`config.mk`:
```
export PLATFORM = sky130hd
export DESIGN_NAME = ppp_mul
export DESIGN_NICKNAME = d
export VERILOG_FILES = /design/src/sv/ppp_pkg.sv /design/src/sv/ppp_mul.sv
export SDC_FILE = /design/constraint.sdc
export NUM_CORES = 2
export LEC_CHECK = 0
export BUFFER_PORTS_ARGS = -buffer_cell sky130_fd_sc_hd__buf_4
export CORE_MARGIN = 2
export CORE_UTILIZATION = 45
export DETAILED_ROUTE_END_ITERATION = 8
export MAX_ROUTING_LAYER = met4
export PLACE_DENSITY = 0.68
export SYNTH_ARGS = -nofsm -noshare
export SYNTH_HDL_FRONTEND = slang
export SYNTH_SLANG_ARGS = --single-unit
```
`constraint.sdc`:
```
create_clock -name clk -period 6.57 [get_ports clk]
set_input_delay 0.3285 -clock clk [delete_from_list [all_inputs] [get_ports clk]]
set_output_delay 0.3285 -clock clk [all_outputs]
set_load 0.1 [all_outputs]
```
`src/sv/ppp_pkg.sv`:
```
// ----------------------------------------------------------------------------
// ppp_pkg: shared constants and types for the polyline point projection core
// Holds coordinate, product and quotient widths and the divider handshake
// structs used between the core and its arithmetic units.
// ----------------------------------------------------------------------------
package ppp_pkg;

	localparam int COORD_BITS   = 31;
	// internal point width: one spare bit so a rounded foot never wraps
	localparam int PT_W         = COORD_BITS + 1;
	localparam int DIFF_W       = PT_W + 1;
	localparam int MAG_W        = PT_W;
	localparam int PROD_W       = 2 * MAG_W;
	localparam int QUO_W        = MAG_W;
	localparam int OFS_W        = QUO_W + 1;

	localparam int MAX_VERTICES = 65536;
	localparam int CNT_W        = $clog2(MAX_VERTICES + 1);
	localparam int IDX_W        = $clog2(MAX_VERTICES);

	localparam int IN_FIELDS_W  = 4 * COORD_BITS;
	localparam int IN_DATA_W    = ((IN_FIELDS_W + 7) / 8) * 8;
	localparam int OUT_FIELDS_W = 2 * COORD_BITS + IDX_W;
	localparam int OUT_DATA_W   = ((OUT_FIELDS_W + 7) / 8) * 8;
	localparam int OUT_PAD_W    = OUT_DATA_W - OUT_FIELDS_W;

	typedef struct packed {
		logic start;
		logic neg;
	} ppp_div_req_t;

	typedef struct packed {
		logic busy;
		logic done;
	} ppp_div_rsp_t;

endpackage

```
`src/sv/ppp_mul.sv`:
```
// ----------------------------------------------------------------------------
// ppp_mul: shared two-stage multiplier
// Stage one takes magnitudes and the product sign, stage two multiplies the
// magnitudes. The sign travels beside the unsigned product.
// ----------------------------------------------------------------------------
module ppp_mul (
	input  logic                                clk,
	input  logic signed [ppp_pkg::DIFF_W-1:0]   opa,
	input  logic signed [ppp_pkg::DIFF_W-1:0]   opb,
	output logic        [ppp_pkg::PROD_W-1:0]   prod,
	output logic                                neg
);

	logic [ppp_pkg::DIFF_W-1:0] abs_a;
	logic [ppp_pkg::DIFF_W-1:0] abs_b;
	logic [ppp_pkg::MAG_W-1:0]  mag_a_s1;
	logic [ppp_pkg::MAG_W-1:0]  mag_b_s1;
	logic                       neg_s1;
	logic [ppp_pkg::PROD_W-1:0] prod_s2;
	logic                       neg_s2;

	assign abs_a = opa[ppp_pkg::DIFF_W-1] ? ppp_pkg::DIFF_W'(-opa) : ppp_pkg::DIFF_W'(opa);
	assign abs_b = opb[ppp_pkg::DIFF_W-1] ? ppp_pkg::DIFF_W'(-opb) : ppp_pkg::DIFF_W'(opb);

	always_ff @(posedge clk) begin
		mag_a_s1 <= abs_a[ppp_pkg::MAG_W-1:0];
		mag_b_s1 <= abs_b[ppp_pkg::MAG_W-1:0];
		neg_s1   <= opa[ppp_pkg::DIFF_W-1] ^ opb[ppp_pkg::DIFF_W-1];
		prod_s2  <= mag_a_s1 * mag_b_s1;
		neg_s2   <= neg_s1;
	end

	assign prod = prod_s2;
	assign neg  = neg_s2;

endmodule

```
Word level (Yosys, flattened, before mapping)
Cells that the tools add are included.

cells by class
  bitwise operators = 1
  multiply operators = 1
  add/sub/neg operators = 2
  multiplexer cells = 2

operator list
  operator          number
  $mul A32 B32 Y64  1
  $mux W32          2
  $neg A32 Y32      2
  $xor A1 B1 Y1     1

storage, ports and cells
  output and inout port bits = 65
  input bits = 67
  register bits after elaboration = 130
  logic and storage cells = 11

Depth between registers and ports, before layout
  depth after elaboration = 2
  mapped depth = 27
  gate-level depth less buffers = 26

Least setup slack after synthesis
No wires, ideal clock.

  kind = reg2reg
  start point = reg mag_a_s1[17] in the netlist's numbering
  end point = reg prod_s2 (netlist bit prod[63])
  data required time = 6449 ps
  clock period less this slack = 7247 ps
  arrival = 7126 ps
  library setup time = 121 ps
  buffers on the path = 2
  stages on the path, launching flop included = 26
  setup slack = -677 ps
  cells stage by stage = dfxtp_1 > clkbuf_1 > and2_1 > fa_1 > fa_1 > fa_1 > inv_1 > fa_1 > inv_1 > fa_1 > fa_1 > fa_1 > inv_1 > fa_1 > inv_1 > ha_1 > clkbuf_1 > and4_1 > nand3_1 > or3_1 > a311o_1 > and4_1 > o31a_1 > o21ai_1 > a31oi_1 > xnor2_1

between the ends
  word-level cells in the longest chain between the ends = 1

RTL lines
  what                    line           text
  from (decl)             ppp_mul.sv:16  logic [ppp_pkg::MAG_W-1:0] mag_a_s1;
  from (signal assigned)  ppp_mul.sv:26  mag_a_s1 <= abs_a[ppp_pkg::MAG_W-1:0];
  $mul A32 B32 Y64        ppp_mul.sv:29  prod_s2 <= mag_a_s1 * mag_b_s1;
  to (signal assigned)    ppp_mul.sv:29
  to (decl)               ppp_mul.sv:19  logic [ppp_pkg::PROD_W-1:0] prod_s2;

No other way between the ends.

Worst setup path after layout
  start point = reg mag_b_s1[2] in the netlist's numbering
  end point = reg prod_s2 (netlist bit prod[51])

between the ends
  word-level cells in the longest chain between the ends = 1

RTL lines
  what                    line           text
  from (decl)             ppp_mul.sv:17  logic [ppp_pkg::MAG_W-1:0] mag_b_s1;
  from (signal assigned)  ppp_mul.sv:27  mag_b_s1 <= abs_b[ppp_pkg::MAG_W-1:0];
  $mul A32 B32 Y64        ppp_mul.sv:29

No other way between the ends.

==> flow_metrics.env <==
export IMPL_antenna_found_initial=3
export IMPL_min_period_ns=7.34
export IMPL_start_util_pct=45.3
export IMPL_fmax_mhz=136
export IMPL_wl_met2_um=52100
export IMPL_cp_end_kind="flip-flop"
export IMPL_route_detailed_wl_per_inst_um=19.1
export IMPL_grt_setup_unrepaired="true"
export IMPL_clk_path_buf_depth=2
export IMPL_cp_required_ns=6.93
export IMPL_port_buffers=131
export IMPL_fp_dieH_um=291
export IMPL_grt_pass1_wl_um=171000
export IMPL_setup_violations=40
export IMPL_antenna_left=0
export IMPL_violations="negative setup slack"
export IMPL_worst_r2r_path_depth=29
export IMPL_ys_flop_type="dfxtp_1"
export IMPL_cts_inserted_buffers=17
export IMPL_syn_area_um2=37000
export IMPL_cts_htree_levels=4
export IMPL_clock_sinks=130
export IMPL_dieWidth_um=291
export IMPL_row_count=105
export IMPL_crit_top_cell="fa_1"
export IMPL_finalCritPeriodShare_pct=112
export IMPL_slew_viol_final=0
export IMPL_final_cell_mix="inv_1, fa_1, and2_1"
export IMPL_fin_skew_ns=0.0174
export IMPL_routed_via_density=5.15
export IMPL_num_vias=28500
export IMPL_synthCells=3988
export IMPL_die_area_um2=84600
export IMPL_wl_met1_um=44800
export IMPL_hold_class="in -> reg"
export IMPL_route_met3_wl_um=5670
export IMPL_syn_num_nets=5216
export IMPL_synth_top_area_cell="fa_1"
export IMPL_drt_pass1_iter_count=5
export IMPL_async_reset_ff_share_pct=0
export IMPL_nFillCells=6959
export IMPL_cts_root_buf="clkbuf_16"
export IMPL_drc=0
export IMPL_initialDrtViolationCount=1582
export IMPL_criticalPathCategory="reg -> reg"
export IMPL_routabilityCongestion=0.915
export IMPL_drive_gt1_share_pct=22.4
export IMPL_critPathSlowestCell="fa_1"
export IMPL_path_max_fanout=6
export IMPL_fin_ws_ns=-0.768
export IMPL_hold_viol=0
export IMPL_ys_warn_count=0
export IMPL_drt_wl_total_um=106000
export IMPL_max_stage_delay_ns=0.56
export IMPL_grt_max_degree=34
export IMPL_ys_seq_elements=130
export IMPL_clock_latency_ns=0.51
export IMPL_grt_pass1_vias=31000
export IMPL_clk_pin_slew_ns=0.07
export IMPL_overflow=0
export IMPL_status="finished with violations"
export IMPL_tightest_slew_ns=0.956
export IMPL_syn_avg_cell_area_um2=9.29
export IMPL_top_layer_used="met4"
export IMPL_worst_slew_margin_rel_pct=35.8
export IMPL_timing_hold_ws_ns=0.0363
export IMPL_core_um2=81700
export IMPL_fin_nets=5684
export IMPL_synth_edff_count=0
export IMPL_yosysSeqAreaShare_pct=7.03
export IMPL_worstSetupStartpointType="flip-flop"
export IMPL_ys_top_cells_by_area="fa_1, and2_1, inv_1"
export IMPL_hpwlAfterDp_um=87900
export IMPL_holdPathStages=2
export IMPL_syn_to_final_growth_pct=23.7
export IMPL_track_usage_pct=26.6
export IMPL_cts_tree="yes"
export IMPL_worst_ep_arrival_time_ns=7.70
export IMPL_final_common_cell="inv_1"
export IMPL_ys_types=58
export IMPL_pin_count=132
export IMPL_synth_top_area_share_pct=48.4
export IMPL_cap_violations=0
[per-stage QoR]
stage	setup TNS, ns	setup slack, ns	utilization [%]	instances	area [um^2]
2_1_floorplan	-1.82	-0.293	-	3988	37400
3_3_place_gp	-34.07	-1.50	52.4	5417	42800
3_5_place_dp	-34.97	-1.48	52.4	5417	42800
4_1_cts	-17.74	-0.792	55.1	5507	45000
5_1_grt	-27.83	-0.967	56.0	5540	45800
6_report	-20.48	-0.768	56.1	5541	45800
[synthesized netlist by cell type (all sizes together) (16+ instances only)]
cell and instances:
o31ai 21, xor2 27, nand2 515, inv 891, a21oi 76, o21ai 58
ha 265, nand4 16, xnor2 97, or4 16, clkbuf 213, nor2 28
dfxtp 130, fa 896, and2 597
[critical path: cells and delay by family, from the launching register on]
| family | cells | cell delay (ns) |
|---|---|---|
| AND/OR/NAND/NOR | 2 | 0.31 |
| flip-flops | 1 | 0.39 |
| XOR/XNOR | 1 | 0.21 |
| buffers and inverters | 11 | 1.15 |
| AO/OA/AOI/OAI | 6 | 1.16 |
| adder cells (fa/ha/maj) | 9 | 3.98 |
[sequential cells by signal (all words and copies together), names as in the netlist]
name and cells:
neg 1, neg_s1 1, mag_a_s1 32, mag_b_s1 32, prod 64
[routing by layer]
layer  GRT usage (%)  vias up
li1                -    12600
met4            7.75        0
met3            3.56      198
met1            35.1    14900
met5               -        -
met2            43.2      826
[repair_timing]
action,CTS,global route
setup endpoints to repair,41,44
setup buffers,54,39
pin swaps,167,131
hold buffers,7,0
hold endpoints to repair,7,0
resized for setup,296,127
cloned,2,3
[logic make-up after synthesis]
kind of cell	Yosys count	synth area share [%]
buffers and inverters	1106	11.2
and+or+nand+nor	1225	17.2
AOI/OAI and AO/OA	242	4.23
xor gates and xnor gates	124	2.93
DFF	130	7.03
adders and majority gates	1161	57.4
[layout make-up]
| type | count | area [um^2] | area share (%) |
|---|---|---|---|
| multi-input combinational | 2752 | 31700 | 69.1 |
| timing repair buffer | 664 | 6210 | 13.5 |
| inverter | 891 | 3340 | 7.30 |
| sequential | 130 | 2700 | 5.90 |
| tap | 1070 | 1340 | 2.92 |
| clock buffer | 20 | 447 | 0.975 |
| clock inverter | 12 | 100 | 0.219 |
| antenna | 2 | 5.00 | 0.0109 |
[final timing paths]
kind / startpoint / to / slack [ns]
worst max-delay path: mag_b_s1[2] / prod[51] / -0.77
worst max register to register: mag_b_s1[2] / prod[51] / -0.77
worst min-delay path: opa[21] / mag_a_s1[21] / 0.04
worst min register to register: neg_s1 / neg / 0.33
Power is left out: the tool's default activity adds up to more than one toggle a clock period on the data nets, which glitch-free logic cannot reach.
