--- src/sv/ppp_pkg.sv ---
// ----------------------------------------------------------------------------
// ppp_pkg: shared constants and types for the polyline point projection core
// Holds coordinate, product and quotient widths and the divider handshake
// structs used between the core and its arithmetic units.
// ----------------------------------------------------------------------------
package ppp_pkg;

	localparam int COORD_BITS   = 31;
	// internal point width: one spare bit so a rounded foot never wraps
	localparam int PT_W         = COORD_BITS + 1;
	localparam int DIFF_W       = PT_W + 1;
	localparam int MAG_W        = PT_W;
	localparam int PROD_W       = 2 * MAG_W;
	localparam int QUO_W        = MAG_W;
	localparam int OFS_W        = QUO_W + 1;

	localparam int MAX_VERTICES = 65536;
	localparam int CNT_W        = $clog2(MAX_VERTICES + 1);
	localparam int IDX_W        = $clog2(MAX_VERTICES);

	localparam int IN_FIELDS_W  = 4 * COORD_BITS;
	localparam int IN_DATA_W    = ((IN_FIELDS_W + 7) / 8) * 8;
	localparam int OUT_FIELDS_W = 2 * COORD_BITS + IDX_W;
	localparam int OUT_DATA_W   = ((OUT_FIELDS_W + 7) / 8) * 8;
	localparam int OUT_PAD_W    = OUT_DATA_W - OUT_FIELDS_W;

	typedef struct packed {
		logic start;
		logic neg;
	} ppp_div_req_t;

	typedef struct packed {
		logic busy;
		logic done;
	} ppp_div_rsp_t;

endpackage

--- src/sv/ppp_div.sv ---
// ----------------------------------------------------------------------------
// ppp_div: restoring divider with round-half rule for the foot offset
// Divides (num_hi:num_lo) by den one quotient bit per cycle, then rounds the
// quotient toward the nearest integer and applies the sign.
// ----------------------------------------------------------------------------
module ppp_div (
	input  logic                                clk,
	input  logic                                arst_n,
	input  ppp_pkg::ppp_div_req_t               req,     // start, neg
	input  logic        [ppp_pkg::PROD_W-1:0]   num_hi,  // initial remainder
	input  logic        [ppp_pkg::QUO_W-1:0]    num_lo,  // bits shifted in
	input  logic        [ppp_pkg::PROD_W-1:0]   den,
	output ppp_pkg::ppp_div_rsp_t               rsp,     // done, busy
	output logic signed [ppp_pkg::OFS_W-1:0]    offset
);

	localparam int ITER_W = $clog2(ppp_pkg::QUO_W);

	logic                        busy_q;
	logic                        fin_q;
	logic                        done_q;
	logic [ITER_W-1:0]           cnt_q;
	logic [ppp_pkg::PROD_W-1:0]  rem_q;
	logic [ppp_pkg::QUO_W-1:0]   shf_q;
	logic [ppp_pkg::QUO_W-1:0]   quo_q;
	logic                        neg_q;
	logic signed [ppp_pkg::OFS_W-1:0] offset_q;

	logic [ppp_pkg::PROD_W-1:0]  rem_shift;
	logic [ppp_pkg::PROD_W:0]    rem_diff;
	logic                        rem_ge;
	logic [ppp_pkg::PROD_W-1:0]  rem_twice;
	logic                        round_up;
	logic [ppp_pkg::OFS_W-1:0]   mag;

	// remainder stays below den, so its top bit is always clear
	assign rem_shift = {rem_q[ppp_pkg::PROD_W-2:0], shf_q[ppp_pkg::QUO_W-1]};
	assign rem_diff  = {1'b0, rem_shift} - {1'b0, den};
	assign rem_ge    = ~rem_diff[ppp_pkg::PROD_W];
	assign rem_twice = {rem_q[ppp_pkg::PROD_W-2:0], 1'b0};
	// exact half rounds away from zero for positive, toward zero for negative
	assign round_up  = neg_q ? (rem_twice > den) : (rem_twice >= den);
	assign mag       = {1'b0, quo_q} + ppp_pkg::OFS_W'(round_up);

	always_ff @(posedge clk or negedge arst_n) begin
		if (!arst_n) begin
			busy_q <= 1'b0;
			fin_q  <= 1'b0;
			done_q <= 1'b0;
			cnt_q  <= '0;
		end else begin
			done_q <= fin_q;
			fin_q  <= 1'b0;
			if (req.start) begin
				busy_q <= 1'b1;
				cnt_q  <= ITER_W'(ppp_pkg::QUO_W - 1);
			end else if (busy_q) begin
				if (cnt_q == '0) begin
					busy_q <= 1'b0;
					fin_q  <= 1'b1;
				end else begin
					cnt_q <= cnt_q - ITER_W'(1);
				end
			end
		end
	end

	always_ff @(posedge clk) begin
		if (req.start) begin
			rem_q <= num_hi;
			shf_q <= num_lo;
			quo_q <= '0;
			neg_q <= req.neg;
		end else if (busy_q) begin
			rem_q <= rem_ge ? rem_diff[ppp_pkg::PROD_W-1:0] : rem_shift;
			shf_q <= {shf_q[ppp_pkg::QUO_W-2:0], 1'b0};
			quo_q <= {quo_q[ppp_pkg::QUO_W-2:0], rem_ge};
		end
		if (fin_q) begin
			offset_q <= neg_q ? $signed(ppp_pkg::OFS_W'(-mag)) : $signed(mag);
		end
	end

	assign rsp.busy = busy_q | fin_q;
	assign rsp.done = done_q;
	assign offset   = offset_q;

endmodule

--- config.mk ---
export PLATFORM = sky130hd
export DESIGN_NAME = ppp_div
export DESIGN_NICKNAME = d
export VERILOG_FILES = /design/src/sv/ppp_pkg.sv /design/src/sv/ppp_div.sv
export SDC_FILE = /design/constraint.sdc
export NUM_CORES = 1
export LEC_CHECK = 0
export BUFFER_PORTS_ARGS = -buffer_cell sky130_fd_sc_hd__buf_2
export CAP_MARGIN = 0
export CORE_ASPECT_RATIO = 0.6
export CORE_MARGIN = 4
export CORE_UTILIZATION = 43
export DETAILED_ROUTE_END_ITERATION = 8
export PLACE_DENSITY = 0.6
export SLEW_MARGIN = 5
export SYNTH_ARGS = -nofsm -noshare
export SYNTH_HDL_FRONTEND = slang
export SYNTH_SLANG_ARGS = --single-unit
--- constraint.sdc ---
create_clock -name clk -period 5.77 [get_ports clk]
set_input_delay 0.2885 -clock clk [delete_from_list [all_inputs] [get_ports clk]]
set_output_delay 0.2885 -clock clk [all_outputs]
set_load 0.02 [all_outputs]
# After elaboration in Yosys (flattened, before gate mapping)
# Cells that the tools add are included.
dict set report op_classes {
  mux 16
  eq_ne 1
  reduce_logical 3
  addsub 4
  bitwise_logic 2
  n_lt_le_gt_ge 2
}
# operator count
set op_table {}
lappend op_table {{$mux W63} 3}
lappend op_table {{$sub A64 B64 Y65} 1}
lappend op_table {{$ge A64 B64 Y1} 1}
lappend op_table {{$gt A64 B64 Y1} 1}
lappend op_table {{$mux W32} 2}
lappend op_table {{$add A32 B1 Y33} 1}
lappend op_table {{$mux W33} 1}
lappend op_table {{$neg A33 Y33} 1}
lappend op_table {{$mux W5} 3}
lappend op_table {{$mux W1} 7}
lappend op_table {{$logic_not A5 Y1} 1}
lappend op_table {{$sub A5 B1 Y5 const B} 1}
lappend op_table {{$ne A2 B2 Y1 const B} 1}
lappend op_table {{$reduce_and A2 Y1} 1}
lappend op_table {{$reduce_bool A2 Y1} 1}
lappend op_table {{$not A1 Y1} 1}
lappend op_table {{$or A1 B1 Y1} 1}
dict set report word_totals {
  register_bits 169
  output_inout_bits 35
}

# Logic depth before layout (Yosys ltp)
# Gate-level depths: netlist of run 1.
dict set report depth {
  depth_word 5
  depth_mapped 23
}

# Least setup slack after synthesis of run 1
# OpenSTA, ideal clock, no wires.
dict set report synth_path {
  path_type {register to register}
  from {register rem_q[34] (netlist bit)}
  to {register offset_q (netlist bit offset[29]) (data pin)}
  n_path_buf 2
  t_arrival_ns 4.902
  path_stages_with_launch 22
  setup_slack_ns 0.600
  setup_ns 0.268
  cell_sequence {edfxtp_1 ha_1 clkbuf_1 a21oi_1 o21ai_0 a221oi_1 o211ai_1 a211oi_1 o21ai_0 o31a_1 ha_1 ha_1 buf_2 nor3_1 a31oi_1 or4_4 a2111o_1 a211o_1 or2_4 or3_4 o41ai_4 xor2_1}
}
dict set report synth_between {
  elab_chain_len 5
}
# item line_no
set synth_rtl {}
lappend synth_rtl {{from (decl)} ppp_div.sv:23} ;# logic [ppp_pkg::PROD_W-1:0] rem_q;
lappend synth_rtl {{from (signal assigned)} ppp_div.sv:70} ;# rem_q <= num_hi;
lappend synth_rtl {{from (signal assigned)} ppp_div.sv:75} ;# rem_q <= rem_ge ? rem_diff[ppp_pkg::PROD_W-1:0] : rem_shift;
lappend synth_rtl {{$ge A64 B64 Y1 or $gt A64 B64 Y1 (tied branches)} ppp_div.sv:42} ;# assign round_up = neg_q ? (rem_twice > den) : (rem_twice >= den);
lappend synth_rtl {{$mux W1 *} ppp_div.sv:42}
lappend synth_rtl {{$add A32 B1 Y33 *} ppp_div.sv:43} ;# assign mag = {1'b0, quo_q} + ppp_pkg::OFS_W'(round_up);
lappend synth_rtl {{$neg A33 Y33} ppp_div.sv:80} ;# offset_q <= neg_q ? $signed(ppp_pkg::OFS_W'(-mag)) : $signed(mag);
lappend synth_rtl {{$mux W33 *} ppp_div.sv:80}
lappend synth_rtl {{to (signal assigned)} ppp_div.sv:80}
lappend synth_rtl {{to (decl)} ppp_div.sv:27} ;# logic signed [ppp_pkg::OFS_W-1:0] offset_q;
# Every way passes the cells marked *; elsewhere a longest branch is shown, timed or not.
# A chain may end at the register's enable or synchronous reset.

# Worst setup path after layout of run 1
dict set report layout_path {
  from {register rem_q[32] (netlist bit)}
  to {register offset_q (netlist bit offset[29]) (data pin)}
}
# Same word-level chain as after synthesis.

==> flow_metrics.tcl, run 1 <==
set metrics [dict create \
    status "completed" \
    cts_buffers 17 \
    viasPerCell 5.593 \
    drive_above_1_share_pct 21.03 \
    min-delay-path-class "primary input to flip-flop" \
    worstPathRequired_ns 5.97 \
    type_of_element_launching_the_critical_path "flip-flop" \
    ff2ff_setup_slack_ns 0.30 \
    dp_hpwl_um 27570 \
    path_depth 17 \
    worst_tran_pin_value_ns 1.163 \
    grt_pass1_wl_um 56720 \
    final-max-slew-violation-count 0 \
    post_synth_instance_area_um2 13100 \
    worst_setup_path_startpoint "rem_q[32]$_DFFE_PP_" \
    post-cts-setup-buffer-count 0 \
    std_cell_rows 49 \
    pre_cts_ws_ns 0.1509 \
    max-vdd-ir-drop_mv 0.1958 \
    slew_headroom_pct 22.43 \
    crit_family "compound AO/OA/AOI/OAI gates" \
    ys_seq_elements 169 \
    drt-initial-drc-count 877 \
    cts-root-buf "sky130_fd_sc_hd__clkbuf_16" \
    fin_ws_ns 0.2989 \
    finalCriticalPeriod_ns 5.471 \
    endpoint "offset[29]$_DFFE_PP_" \
    setup_violations 0 \
    report.power.total_mw 6.290 \
    overflow 0 \
    cellLeakagePower_nw 6.470 \
    reg2reg_to "offset[29]$_DFFE_PP_" \
    floorplan.core_area_um2 29980 \
    buffer_ports.inserted 197 \
    netlist-cell-type-count 78 \
    floorplan.die.height_um 143.2 \
    unrepaired_setup_endpoints_after_global_routing "false" \
    max_cap_violations 0 \
    post-route-period-util_pct 94.82 \
    finish.instance_area_um2 15110 \
    sequential_share_of_the_synthesized_area_pct 35.98 \
    whs_ns 0.1155 \
    antenna_found_initial 2 \
    fp.dieW_um 233.4 \
    min_delay_startpoint "num_lo[0]" \
    fin_setup_tns_ns 0 \
    timing_hold_violations_final 0 \
    total_number_of_nets_in_the_final_design 1866 \
    cpPeakStageDelay_ns 0.55 \
    worstPathMaxFanout 7 \
    post_drt_wl_per_cell_um 17.69 \
    tritoncts_sinks 169 \
    post_dp_cell_area_um2 14440 \
    full_die_area_um2 33420 \
    clk-insertion-delay-late_ns 0.46 \
    critical_path.endpoint_type "flip-flop" \
    maxClockFrequency_mhz 182.8 \
    via_count 11490 \
    drt_pre_antenna_iters 5 \
    cts.clk_slew.worst_paths_ns 0.09 \
    route.final.wire_length_um 36330 \
    grt_util_all_layers_pct 21.45 \
    worst_case_reg_to_reg_path_depth 17 \
    grt_start_max_net_pins 82 \
    synth_nets 1715 \
    power.density_nw_per_um2 416.3 \
    synth_flop_cell "sky130_fd_sc_hd__edfxtp_1" \
    drc_violations_left 0 \
    yosys_warnings 0 \
    design.portCount 199 \
    initial_utilization_pct 43.70 \
    cts_tree "built" \
    slowest_stage_cell_cp "sky130_fd_sc_hd__or4_4" \
    regToRegStartpoint "rem_q[32]$_DFFE_PP_" \
    cts_htree_levels 4 \
    ant_nets 0 \
    crit_type "flip-flop to flip-flop" \
    via_count_of_the_first_global_routing_pass 10480 \
    critical_path_cell_by_cell "ha_1 -> a21oi_2 -> o21ai_0 -> a221oi_2 -> o211ai_1 -> a211oi_1 -> o21ai_0 -> o31a_1 -> ha_1 -> ha_1 -> or4_4 -> a2111o_1 -> a211o_1 -> or2_4 -> or3_4 -> o41ai_4 -> xor2_1" \
    gp_routability_congestion 0.9237 \
    post_synthesis_instance_total 1481 \
    clock_skew_ns 0.01461 \
    critPathBufInv 0 \
    asyncSetResetFlopFracSynth_pct 4.734 \
    syn-mean-instance-area_um2 8.847 \
    area_growth_syn_to_fin_pct 15.31 \
    critical-path-top-cell-by-count "sky130_fd_sc_hd__ha_1" \
    synth-edff-count 129 \
    cp_data_arrival_time_ns 5.67 \
    ctsLongestPathBuffers 2 \
]
[layout make-up]
type	count	area (µm²)
Fill cell	2808	14870
Inverter	113	424.2
Multi-Input combinational cell	1106	7636
Timing Repair Buffer	225	1207
Tap cell	408	510.5
Sequential cell	169	4716
Clock inverter	15	186.4
Clock buffer	17	425.4
Antenna cell	1	2.502
[Yosys cell counts (all sizes together), types with 42 or more instances]
| master | instances | area share [%] |
|---|---|---|
| a21oi | 131 | 5.0 |
| clkbuf | 65 | 1.9 |
| edfxtp | 129 | 30 |
| ha | 69 | 6.6 |
| inv | 112 | 3.2 |
| mux2 | 61 | 5.2 |
| nand2 | 107 | 3.1 |
| nor2 | 118 | 3.4 |
| nor3 | 42 | 1.6 |
| o21ai | 77 | 2.9 |
| xnor2 | 74 | 4.9 |
[routing by layer]
layer / share of wire, % / GRT usage [%]
met3: 8.4 / 5.742
met4: 0.73 / 4.336
met5: 0.033 / 0
met1: 52 / 34.16
met2: 39 / 28.49
[how the worst min path moves through the flow]
stage	slack (ns)	to	cells after the start
2_1_floorplan	-0.007	busy_q$_DFF_PN0_	0
3_3_place_gp	0.14	cnt_q[2]$_DFFE_PN0P_	1
3_5_place_dp	0.14	cnt_q[2]$_DFFE_PN0P_	1
4_1_cts	0.09	rem_q[27]$_DFFE_PP_	3
5_1_grt	0.1	shf_q[0]$_SDFFCE_PN0P_	2
6_report	0.12	shf_q[0]$_SDFFCE_PN0P_	2
[kinds of logic after synthesis]
family                   count (synthesis)  synth area share (%)
AND/OR/NAND/NOR                        429                 16.24
AO/OA/AOI/OAI                          398                 19.45
buffers and inverters                  206                 6.111
flip-flops                             169                 35.98
XOR/XNOR                               113                 7.553
multiplexers                            96                 7.916
adder cells (fa/ha/maj)                 70                 6.742
[metrics by stage]
step / cells / util, %
final: 2054 / 50.39
after global routing: 2054 / 50.39
after CTS: 2053 / 50.27
after detailed placement: 2019 / 48.17
after global placement: 2019 / 48.17
after floorplan: 1481 / -
[power by group]
part | switching (mW) | leakage, nW | total (mW) | internal (mW)
registers | 0.126 | 1.66 | 1.75 | 1.63
clock network | 0.619 | 0.298 | 1.21 | 0.593
logic | 1.98 | 4.51 | 3.33 | 1.34
total | 2.73 | 6.47 | 6.29 | 3.56
[state kept, by name (all words and copies together), names as in the netlist]
register  flops
rem_q        63
fin_q         1
busy_q        1
quo_q        32
cnt_q         5
neg_q         1
offset       33
done_q        1
shf_q        32
[cell usage in the layout, fill, tap and decap left out, types with 8 or more instances in the layout]
| cell | count |
|---|---|
| sky130_fd_sc_hd__nor3b_1 | 12 |
| sky130_fd_sc_hd__mux2_2 | 61 |
| sky130_fd_sc_hd__inv_1 | 112 |
| sky130_fd_sc_hd__nand2b_1 | 16 |
| sky130_fd_sc_hd__ha_1 | 69 |
| sky130_fd_sc_hd__o21bai_1 | 15 |
| sky130_fd_sc_hd__a31oi_1 | 15 |
| sky130_fd_sc_hd__a21boi_0 | 11 |
| sky130_fd_sc_hd__buf_4 | 26 |
| sky130_fd_sc_hd__a21o_1 | 36 |
| sky130_fd_sc_hd__clkbuf_16 | 17 |
| sky130_fd_sc_hd__nand3_1 | 25 |
| sky130_fd_sc_hd__nand2_1 | 107 |
| sky130_fd_sc_hd__o21a_1 | 11 |
| sky130_fd_sc_hd__xor2_1 | 39 |
| sky130_fd_sc_hd__nand4_1 | 39 |
| sky130_fd_sc_hd__o211ai_1 | 11 |
| sky130_fd_sc_hd__nor4_1 | 9 |
| sky130_fd_sc_hd__and2_1 | 8 |
| sky130_fd_sc_hd__a21oi_1 | 130 |
| sky130_fd_sc_hd__and4_1 | 9 |
| sky130_fd_sc_hd__mux2i_1 | 35 |
| sky130_fd_sc_hd__buf_2 | 196 |
| sky130_fd_sc_hd__nor3_1 | 38 |
| sky130_fd_sc_hd__nor2_1 | 117 |
| sky130_fd_sc_hd__xnor2_1 | 74 |
| sky130_fd_sc_hd__and3_1 | 10 |
| sky130_fd_sc_hd__o21ai_0 | 76 |
| sky130_fd_sc_hd__a211oi_1 | 22 |
| sky130_fd_sc_hd__edfxtp_1 | 129 |
| sky130_fd_sc_hd__o31ai_1 | 11 |
| sky130_fd_sc_hd__dfxtp_1 | 32 |
[repair_timing]
item / CTS / global route
endpoints found under the setup margin: 0 / 10
endpoints found under the hold margin: 9 / 0
hold buffers: 2 / 0
gates resized for setup: 0 / 7
No activity file was read; power rests on OpenSTA's default activity.
==> run 2, diff against run 1 <==
Settings changed: ABC_AREA set to 1, PLACE_DENSITY 0.6 to 0.59.
==> run 2 against run 1 <==
Compared with the run above: routed wire length increased by 50%; final area increased by 11%; worst hold slack got worse by 0.033 ns; global-route usage increased by 7.7 points; critical endpoint is now offset[30]$_DFFE_PP_.
==> flow_metrics.tcl, run 2 <==
set metrics [dict create \
    ys_top_cells_by_area "sky130_fd_sc_hd__edfxtp_1 26%, sky130_fd_sc_hd__nand2_1 20%, sky130_fd_sc_hd__inv_1 9.2%, sky130_fd_sc_hd__nor2_1 6.3%, sky130_fd_sc_hd__ha_1 5.9%" \
    area_growth_syn_to_fin_pct 14.06 \
    cellLeakagePower_nw 8.503 \
    max-vdd-ir-drop_mv 0.2351 \
    power.switching_fraction_pct 46.67 \
    worst_tran_pin_value_ns 1.222 \
    cts-root-buf "sky130_fd_sc_hd__clkbuf_16" \
    design.portCount 199 \
    slew_headroom_pct 18.33 \
    critical_path.endpoint_type "flip-flop" \
    std_cell_rows 52 \
    asyncSetResetFlopFracSynth_pct 4.734 \
    count_of_hold_fix_buffers_inserted_at_cts 2 \
    ctsLongestPathBuffers 2 \
    post_synthesis_instance_total 2292 \
    unrepaired_setup_endpoints_after_global_routing "false" \
    pre_cts_ws_ns 1.035 \
    synth_nets 2526 \
    crit_type "flip-flop to flip-flop" \
    synthSimpleGateAreaFrac_pct 38.97 \
    grt_util_all_layers_pct 29.12 \
    clock_skew_ns 0.01663 \
    fin_setup_tns_ns 0 \
    status "completed" \
    gp_routability_congestion 1.022 \
    syn-mean-instance-area_um2 6.420 \
    p_int_mw 3.159 \
    post_dp_cell_area_um2 16150 \
    multiplexer_share_of_the_synthesized_area_pct 0 \
    grt_start_max_net_pins 83 \
    whs_ns 0.08215 \
    mostFrequentLayoutCells "801 x sky130_fd_sc_hd__nand2_1, 358 x sky130_fd_sc_hd__inv_1, 248 x sky130_fd_sc_hd__nor2_1, 196 x sky130_fd_sc_hd__buf_2, 163 x sky130_fd_sc_hd__nand3_1" \
    post-cts-setup-buffer-count 0 \
    buffer_ports.inserted 197 \
    type_of_element_launching_the_critical_path "flip-flop" \
    post-route-period-util_pct 87.35 \
    p_switching_mw 2.764 \
    total_number_of_nets_in_the_final_design 2708 \
    ys_seq_elements 169 \
    min-delay-path-class "primary input to flip-flop" \
    netlist_top_cells_count "801 x sky130_fd_sc_hd__nand2_1, 359 x sky130_fd_sc_hd__inv_1, 248 x sky130_fd_sc_hd__nor2_1" \
    cts_htree_levels 4 \
    maxClockFrequency_mhz 198.4 \
    drt_pre_antenna_iters 5 \
    via_count 15290 \
    number_of_flip_flops_under_the_largest_register_name 63 \
    yosys_warnings 0 \
    timing_hold_violations_final 0 \
    synth_xor_area_share_pct 3.206 \
    fp.dieW_um 246.8 \
    registers.top_by_ff_count "rem_q" \
    ant_nets 0 \
    dominant_combinational_cell_family_by_area_after_synthesis "simple AND/OR/NAND/NOR gates" \
    finalCriticalPeriod_ns 5.040 \
    post_synthesis_share_of_cell_area_spent_on_full_adders_half_adders_and_majority_gates_pct 6.003 \
    cts_buffers 17 \
    n_antenna_cell 0 \
    dp_hpwl_um 44210 \
    post_synth_instance_area_um2 14710 \
    grt_pass1_wl_um 81900 \
    route.final.wire_length_um 54570 \
    cts.clk_slew.worst_paths_ns 0.09 \
    finish.utilization_pct 49.80 \
    antenna_found_initial 3 \
    initial_utilization_pct 43.66 \
    overflow 0 \
    floorplan.die.height_um 151.3 \
    setup_violations 0 \
    synthMostInstantiatedCell "sky130_fd_sc_hd__nand2_1" \
    synth_flop_cell "sky130_fd_sc_hd__edfxtp_1" \
    viasPerCell 5.189 \
    cts_resized 0 \
    final_cell_count_no_fill 2946 \
    synthDominantAreaCellType "sky130_fd_sc_hd__edfxtp_1" \
    drt-initial-drc-count 1605 \
    sequential_share_of_the_synthesized_area_pct 32.04 \
    worstPathMaxFanout 7 \
    drive_above_1_share_pct 11.94 \
    netlist-cell-type-count 45 \
    seqPwrFrac_pct 27.9 \
    cp_data_arrival_time_ns 5.25 \
    cts_tree "built" \
    max_cap_violations 0 \
    share_clk_of_total_power_pct 21.1 \
    post_drt_wl_per_cell_um 18.52 \
    tritoncts_sinks 169 \
    final-max-slew-violation-count 0 \
    power.density_nw_per_um2 353.0 \
    synth-edff-count 129 \
    floorplan.core_area_um2 33700 \
    clk-insertion-delay-late_ns 0.46 \
    via_count_of_the_first_global_routing_pass 14070 \
    fin_ws_ns 0.7302 \
    place.detailed.instances 2912 \
    drc_violations_left 0 \
    finish.instance_area_um2 16780 \
    combinational_share_of_power_pct 51.0 \
    synth_top_cell_area_share_pct 26.33 \
    full_die_area_um2 37340 \
    worstPathRequired_ns 5.98 \
    layout.cells.most_common "sky130_fd_sc_hd__nand2_1" \
    report.power.total_mw 5.924 \
    complex_gate_fraction_of_the_synthesized_area_pct 8.912 \
]
==> run 2: cell count changes after synthesis, moves of 35 or more <==
cell	previous run	this run
sky130_fd_sc_hd__inv_1	112	359
sky130_fd_sc_hd__mux2_2	61	0
sky130_fd_sc_hd__a21oi_1	131	96
sky130_fd_sc_hd__nand2_1	107	801
sky130_fd_sc_hd__mux2i_1	35	0
sky130_fd_sc_hd__clkbuf_1	64	21
sky130_fd_sc_hd__xnor2_1	74	38
sky130_fd_sc_hd__nand3_1	25	163
sky130_fd_sc_hd__nor2_1	118	248
sky130_fd_sc_hd__nand3b_1	0	41
==> run 2: worst paths after layout <==
kind	start	to	slack [ns]	cells after the start
setup / recovery	rem_q[38]$_DFFE_PP_	offset[30]$_DFFE_PP_	0.73	24
min in group asynchronous	arst_n	busy_q$_DFF_PN0_	0.20	2
hold reg to reg	shf_q[27]$_DFFE_PP_	shf_q[28]$_DFFE_PP_	0.51	2
hold / removal	num_lo[0]	shf_q[0]$_SDFFCE_PN0P_	0.08	3
setup reg to reg	rem_q[38]$_DFFE_PP_	offset[30]$_DFFE_PP_	0.73	24
max in group asynchronous	arst_n	cnt_q[0]$_DFFE_PN0P_	5.39	2
==> run 2: cell families (layout without fill, tap and decap cells) <==
| group | after synthesis | in the layout |
|---|---|---|
| XOR/XNOR | 53 | 53 |
| AND/OR/NAND/NOR | 1346 | 1346 |
| buffers and inverters | 413 | 608 |
| AO/OA/AOI/OAI | 241 | 241 |
| adder cells (fa/ha/maj) | 70 | 70 |
| flip-flops | 169 | 169 |
==> run 2: critical path, cell delays in order, from the launching register on <==
cell	delay, ns
sky130_fd_sc_hd__edfxtp_1	0.40
sky130_fd_sc_hd__ha_1	0.39
sky130_fd_sc_hd__nand2_1	0.21
sky130_fd_sc_hd__nor2_1	0.21
sky130_fd_sc_hd__inv_1	0.08
sky130_fd_sc_hd__nor2_1	0.27
sky130_fd_sc_hd__nand2_1	0.13
sky130_fd_sc_hd__nor2_2	0.17
sky130_fd_sc_hd__nand3_1	0.09
sky130_fd_sc_hd__a31oi_1	0.17
sky130_fd_sc_hd__ha_1	0.33
sky130_fd_sc_hd__ha_1	0.34
sky130_fd_sc_hd__nand3_1	0.14
sky130_fd_sc_hd__inv_2	0.14
sky130_fd_sc_hd__nand2_1	0.19
sky130_fd_sc_hd__nand2_1	0.20
sky130_fd_sc_hd__nand2_1	0.14
sky130_fd_sc_hd__nor2_1	0.22
sky130_fd_sc_hd__nand2_1	0.12
sky130_fd_sc_hd__nor3_1	0.36
sky130_fd_sc_hd__nand3_1	0.16
sky130_fd_sc_hd__nand2_1	0.10
sky130_fd_sc_hd__nand2_1	0.07
sky130_fd_sc_hd__nand2_1	0.06
sky130_fd_sc_hd__nand2_1	0.08
==> run 2: power by group through the flow <==
stage / registers [mW] / clock network (mW) / logic (mW)
final: 1.65 / 1.25 / 3.02
after global routing: 1.67 / 1.32 / 3.37
after CTS: 1.65 / 1.27 / 2.96
after detailed placement: 1.67 / 0 / 2.94
after global placement: 1.67 / 0 / 2.91
after floorplan: 1.63 / 0 / 2.10
==> run 2: layout make-up <==
type / count / area [µm²]
flip-flops and latches: 169 / 4715
well taps: 459 / 574.3
clock buffers: 17 / 425.4
clock inverters: 15 / 186.4
multi-input cells: 1710 / 8406
inverters: 364 / 1370
fillers: 3575 / 16920
repair buffers: 212 / 1106
==> run 2: metal layers <==
layer | part of all wire, % | global-route usage, % | wire length, µm
met3 | 12 | 10.14 | 6537
met5 | 0.064 | 0 | 35
met4 | 1.1 | 5.186 | 618
met2 | 35 | 35.73 | 18960
met1 | 52 | 47.33 | 28420
==> run 3, diff against run 2 <==
==> constraint.sdc (replaced) <==
create_clock -name clk -period 5.77 [get_ports clk]
set_input_delay 0 -clock clk [delete_from_list [all_inputs] [get_ports clk]]
set_output_delay 0 -clock clk [all_outputs]
set_load 0.02 [all_outputs]
==> run 3 against run 2 <==
Compared with the run above: clock power is essentially flat; worst setup slack lost 0.022 ns; first-iteration DRC count increased by 2.4%; register-to-register slack worse by 0.02 ns; via count increased by 2.9%; critical endpoint is now offset[25]$_DFFE_PP_; largest cell class unchanged; largest power group unchanged; highest routed layer unchanged.
==> flow_metrics.tcl, run 3 (synthesized netlist as in run 2, its figures left out) <==
set metrics [dict create \
    dp_hpwl_um 43350 \
    floorplan.die.height_um 151.3 \
    drt_pre_antenna_iters 6 \
    cellLeakagePower_nw 8.913 \
    timing_hold_violations_final 0 \
    slew_headroom_pct 20.12 \
    whs_ns 0.06112 \
    cp_data_arrival_time_ns 5.26 \
    crit_type "flip-flop to flip-flop" \
    design.portCount 199 \
    clk-insertion-delay-late_ns 0.46 \
    cts_tree "built" \
    cts_resized 0 \
    antenna_found_initial 2 \
    worstPathRequired_ns 5.97 \
    multi_input_gate_area_um2 8406 \
    ctsLongestPathBuffers 2 \
    area.sequential_um2 4715 \
    gp_routability_congestion 0.9901 \
    fp.dieW_um 246.8 \
    post_dp_cell_area_um2 16160 \
    worst_tran_pin_value_ns 1.195 \
    registers.top_by_ff_count "rem_q" \
    tritoncts_sinks 169 \
    critical_path.endpoint_type "flip-flop" \
    drc_violations_left 0 \
    viasPerCell 5.168 \
    post-route-period-util_pct 87.72 \
    type_of_element_launching_the_critical_path "flip-flop" \
    overflow 0 \
    post_drt_wl_per_cell_um 17.96 \
    ant_nets 0 \
    cts.clk_slew.worst_paths_ns 0.09 \
    grt_start_max_net_pins 97 \
    grt_pass1_wl_um 82510 \
    mostFrequentLayoutCells "801 x sky130_fd_sc_hd__nand2_1, 358 x sky130_fd_sc_hd__inv_1, 248 x sky130_fd_sc_hd__nor2_1, 196 x sky130_fd_sc_hd__buf_2, 163 x sky130_fd_sc_hd__nand3_1" \
    floorplan.core_area_um2 33700 \
    via_count_of_the_first_global_routing_pass 14380 \
    pre_cts_ws_ns 1.014 \
    route.final.wire_length_um 54670 \
    std_cell_rows 52 \
    grt_util_all_layers_pct 29.06 \
    via_count 15730 \
    max_cap_violations 0 \
    buffer_ports.inserted 197 \
    full_die_area_um2 37340 \
    cts-root-buf "sky130_fd_sc_hd__clkbuf_16" \
    count_of_hold_fix_buffers_inserted_at_cts 98 \
    finish.instance_area_um2 17780 \
    final.fill_count 3452 \
    status "completed" \
    final-max-slew-violation-count 0 \
    drt-initial-drc-count 1643 \
    setup_violations 0 \
    cts_buffers 17 \
    min-delay-path-class "primary input to flip-flop" \
    cts_htree_levels 4 \
    area_growth_syn_to_fin_pct 20.84 \
    layout.cells.most_common "sky130_fd_sc_hd__nand2_1" \
    initial_utilization_pct 43.66 \
    number_of_flip_flops_under_the_largest_register_name 63 \
    fin_ws_ns 0.7086 \
    worstPathMaxFanout 7 \
    clock_skew_ns 0.02011 \
    power.density_nw_per_um2 334.8 \
    unrepaired_setup_endpoints_after_global_routing "false" \
    max-vdd-ir-drop_mv 0.2345 \
    drive_above_1_share_pct 11.50 \
    post-cts-setup-buffer-count 0 \
    finalCriticalPeriod_ns 5.061 \
    maxClockFrequency_mhz 197.6 \
    total_number_of_nets_in_the_final_design 2804 \
    fin_setup_tns_ns 0 \
]
## run 3: changes by cell type in the layout (fill, tap and decap cells not counted)
cell | before | now
sky130_fd_sc_hd__clkinv_4 | 2 | 1
sky130_fd_sc_hd__inv_6 | 1 | 2
sky130_fd_sc_hd__diode_2 | 0 | 2
sky130_fd_sc_hd__buf_12 | 0 | 1
sky130_fd_sc_hd__clkinv_8 | 3 | 6
sky130_fd_sc_hd__inv_8 | 5 | 3
sky130_fd_sc_hd__dlygate4sd3_1 | 2 | 98
sky130_fd_sc_hd__buf_4 | 14 | 13
sky130_fd_sc_hd__inv_4 | 2 | 1
## run 3: final timing paths
path / start / end / slack (ns) / cells after the start
min in group asynchronous: arst_n / done_q$_DFF_PN0_ / 0.52 / 3
max: rem_q[38]$_DFFE_PP_ / offset[25]$_DFFE_PP_ / 0.71 / 26
min: req[1] / busy_q$_DFF_PN0_ / 0.06 / 3
max in group asynchronous: arst_n / busy_q$_DFF_PN0_ / 4.94 / 3
min reg2reg: fin_q$_DFF_PN0_ / done_q$_DFF_PN0_ / 0.42 / 0
max reg2reg: rem_q[38]$_DFFE_PP_ / offset[25]$_DFFE_PP_ / 0.71 / 26
## run 3: stage by stage
stage | std cells | utilization (%) | power, mW
after floorplan | 2292 | - | 3.729
after global placement | 2912 | 47.96 | 4.553
after detailed placement | 2912 | 47.96 | 4.583
after CTS | 3042 | 52.74 | 5.900
after global routing | 3043 | 52.75 | 6.370
final | 3044 | 52.76 | 5.953
## run 3: worst max-delay path, stage by stage, from the launching register on
cell and delay, ns:
sky130_fd_sc_hd__edfxtp_1 0.39, sky130_fd_sc_hd__ha_1 0.37, sky130_fd_sc_hd__nand2_1 0.17, sky130_fd_sc_hd__o21ai_0 0.42, sky130_fd_sc_hd__inv_1 0.08, sky130_fd_sc_hd__nand2_1 0.13, sky130_fd_sc_hd__nand2_1 0.06, sky130_fd_sc_hd__nand2_1 0.05
sky130_fd_sc_hd__inv_1 0.06, sky130_fd_sc_hd__nor2_1 0.17, sky130_fd_sc_hd__nor2_4 0.04, sky130_fd_sc_hd__a31oi_1 0.26, sky130_fd_sc_hd__ha_1 0.34, sky130_fd_sc_hd__ha_1 0.37, sky130_fd_sc_hd__nand3_1 0.15, sky130_fd_sc_hd__inv_2 0.14
sky130_fd_sc_hd__nand2_1 0.20, sky130_fd_sc_hd__o21ai_1 0.18, sky130_fd_sc_hd__nand2_1 0.29, sky130_fd_sc_hd__nor2_2 0.30, sky130_fd_sc_hd__nand2_1 0.11, sky130_fd_sc_hd__nor2_1 0.14, sky130_fd_sc_hd__nand3_1 0.09, sky130_fd_sc_hd__nand2_1 0.08
sky130_fd_sc_hd__nand2_1 0.06, sky130_fd_sc_hd__nand2_1 0.06, sky130_fd_sc_hd__nand2_1 0.07
## run 3: routing by layer
metal | track usage (%) | up-vias | wire, µm
met4 | 4.987 | 2 | 567
li1 | - | 7856 | -
met2 | 36.74 | 623 | 19330
met1 | 47.08 | 7218 | 28660
met5 | 0 | - | 13
met3 | 9.094 | 32 | 6108
## run 3: area by class of cell
type                       count  share of cell area (%)
clock inverter                15                   1.161
inverter                     364                   7.705
tap                          459                   3.230
clock buffer                  17                   2.393
timing repair buffer         308                   11.70
sequential                   169                   26.51
multi-input combinational   1710                   47.27
antenna                        2                 0.02815
## run 3: report_power, final
part           internal (mW)  switching (mW)
clock network          0.603           0.649
logic                   1.06            1.99
registers               1.55           0.102
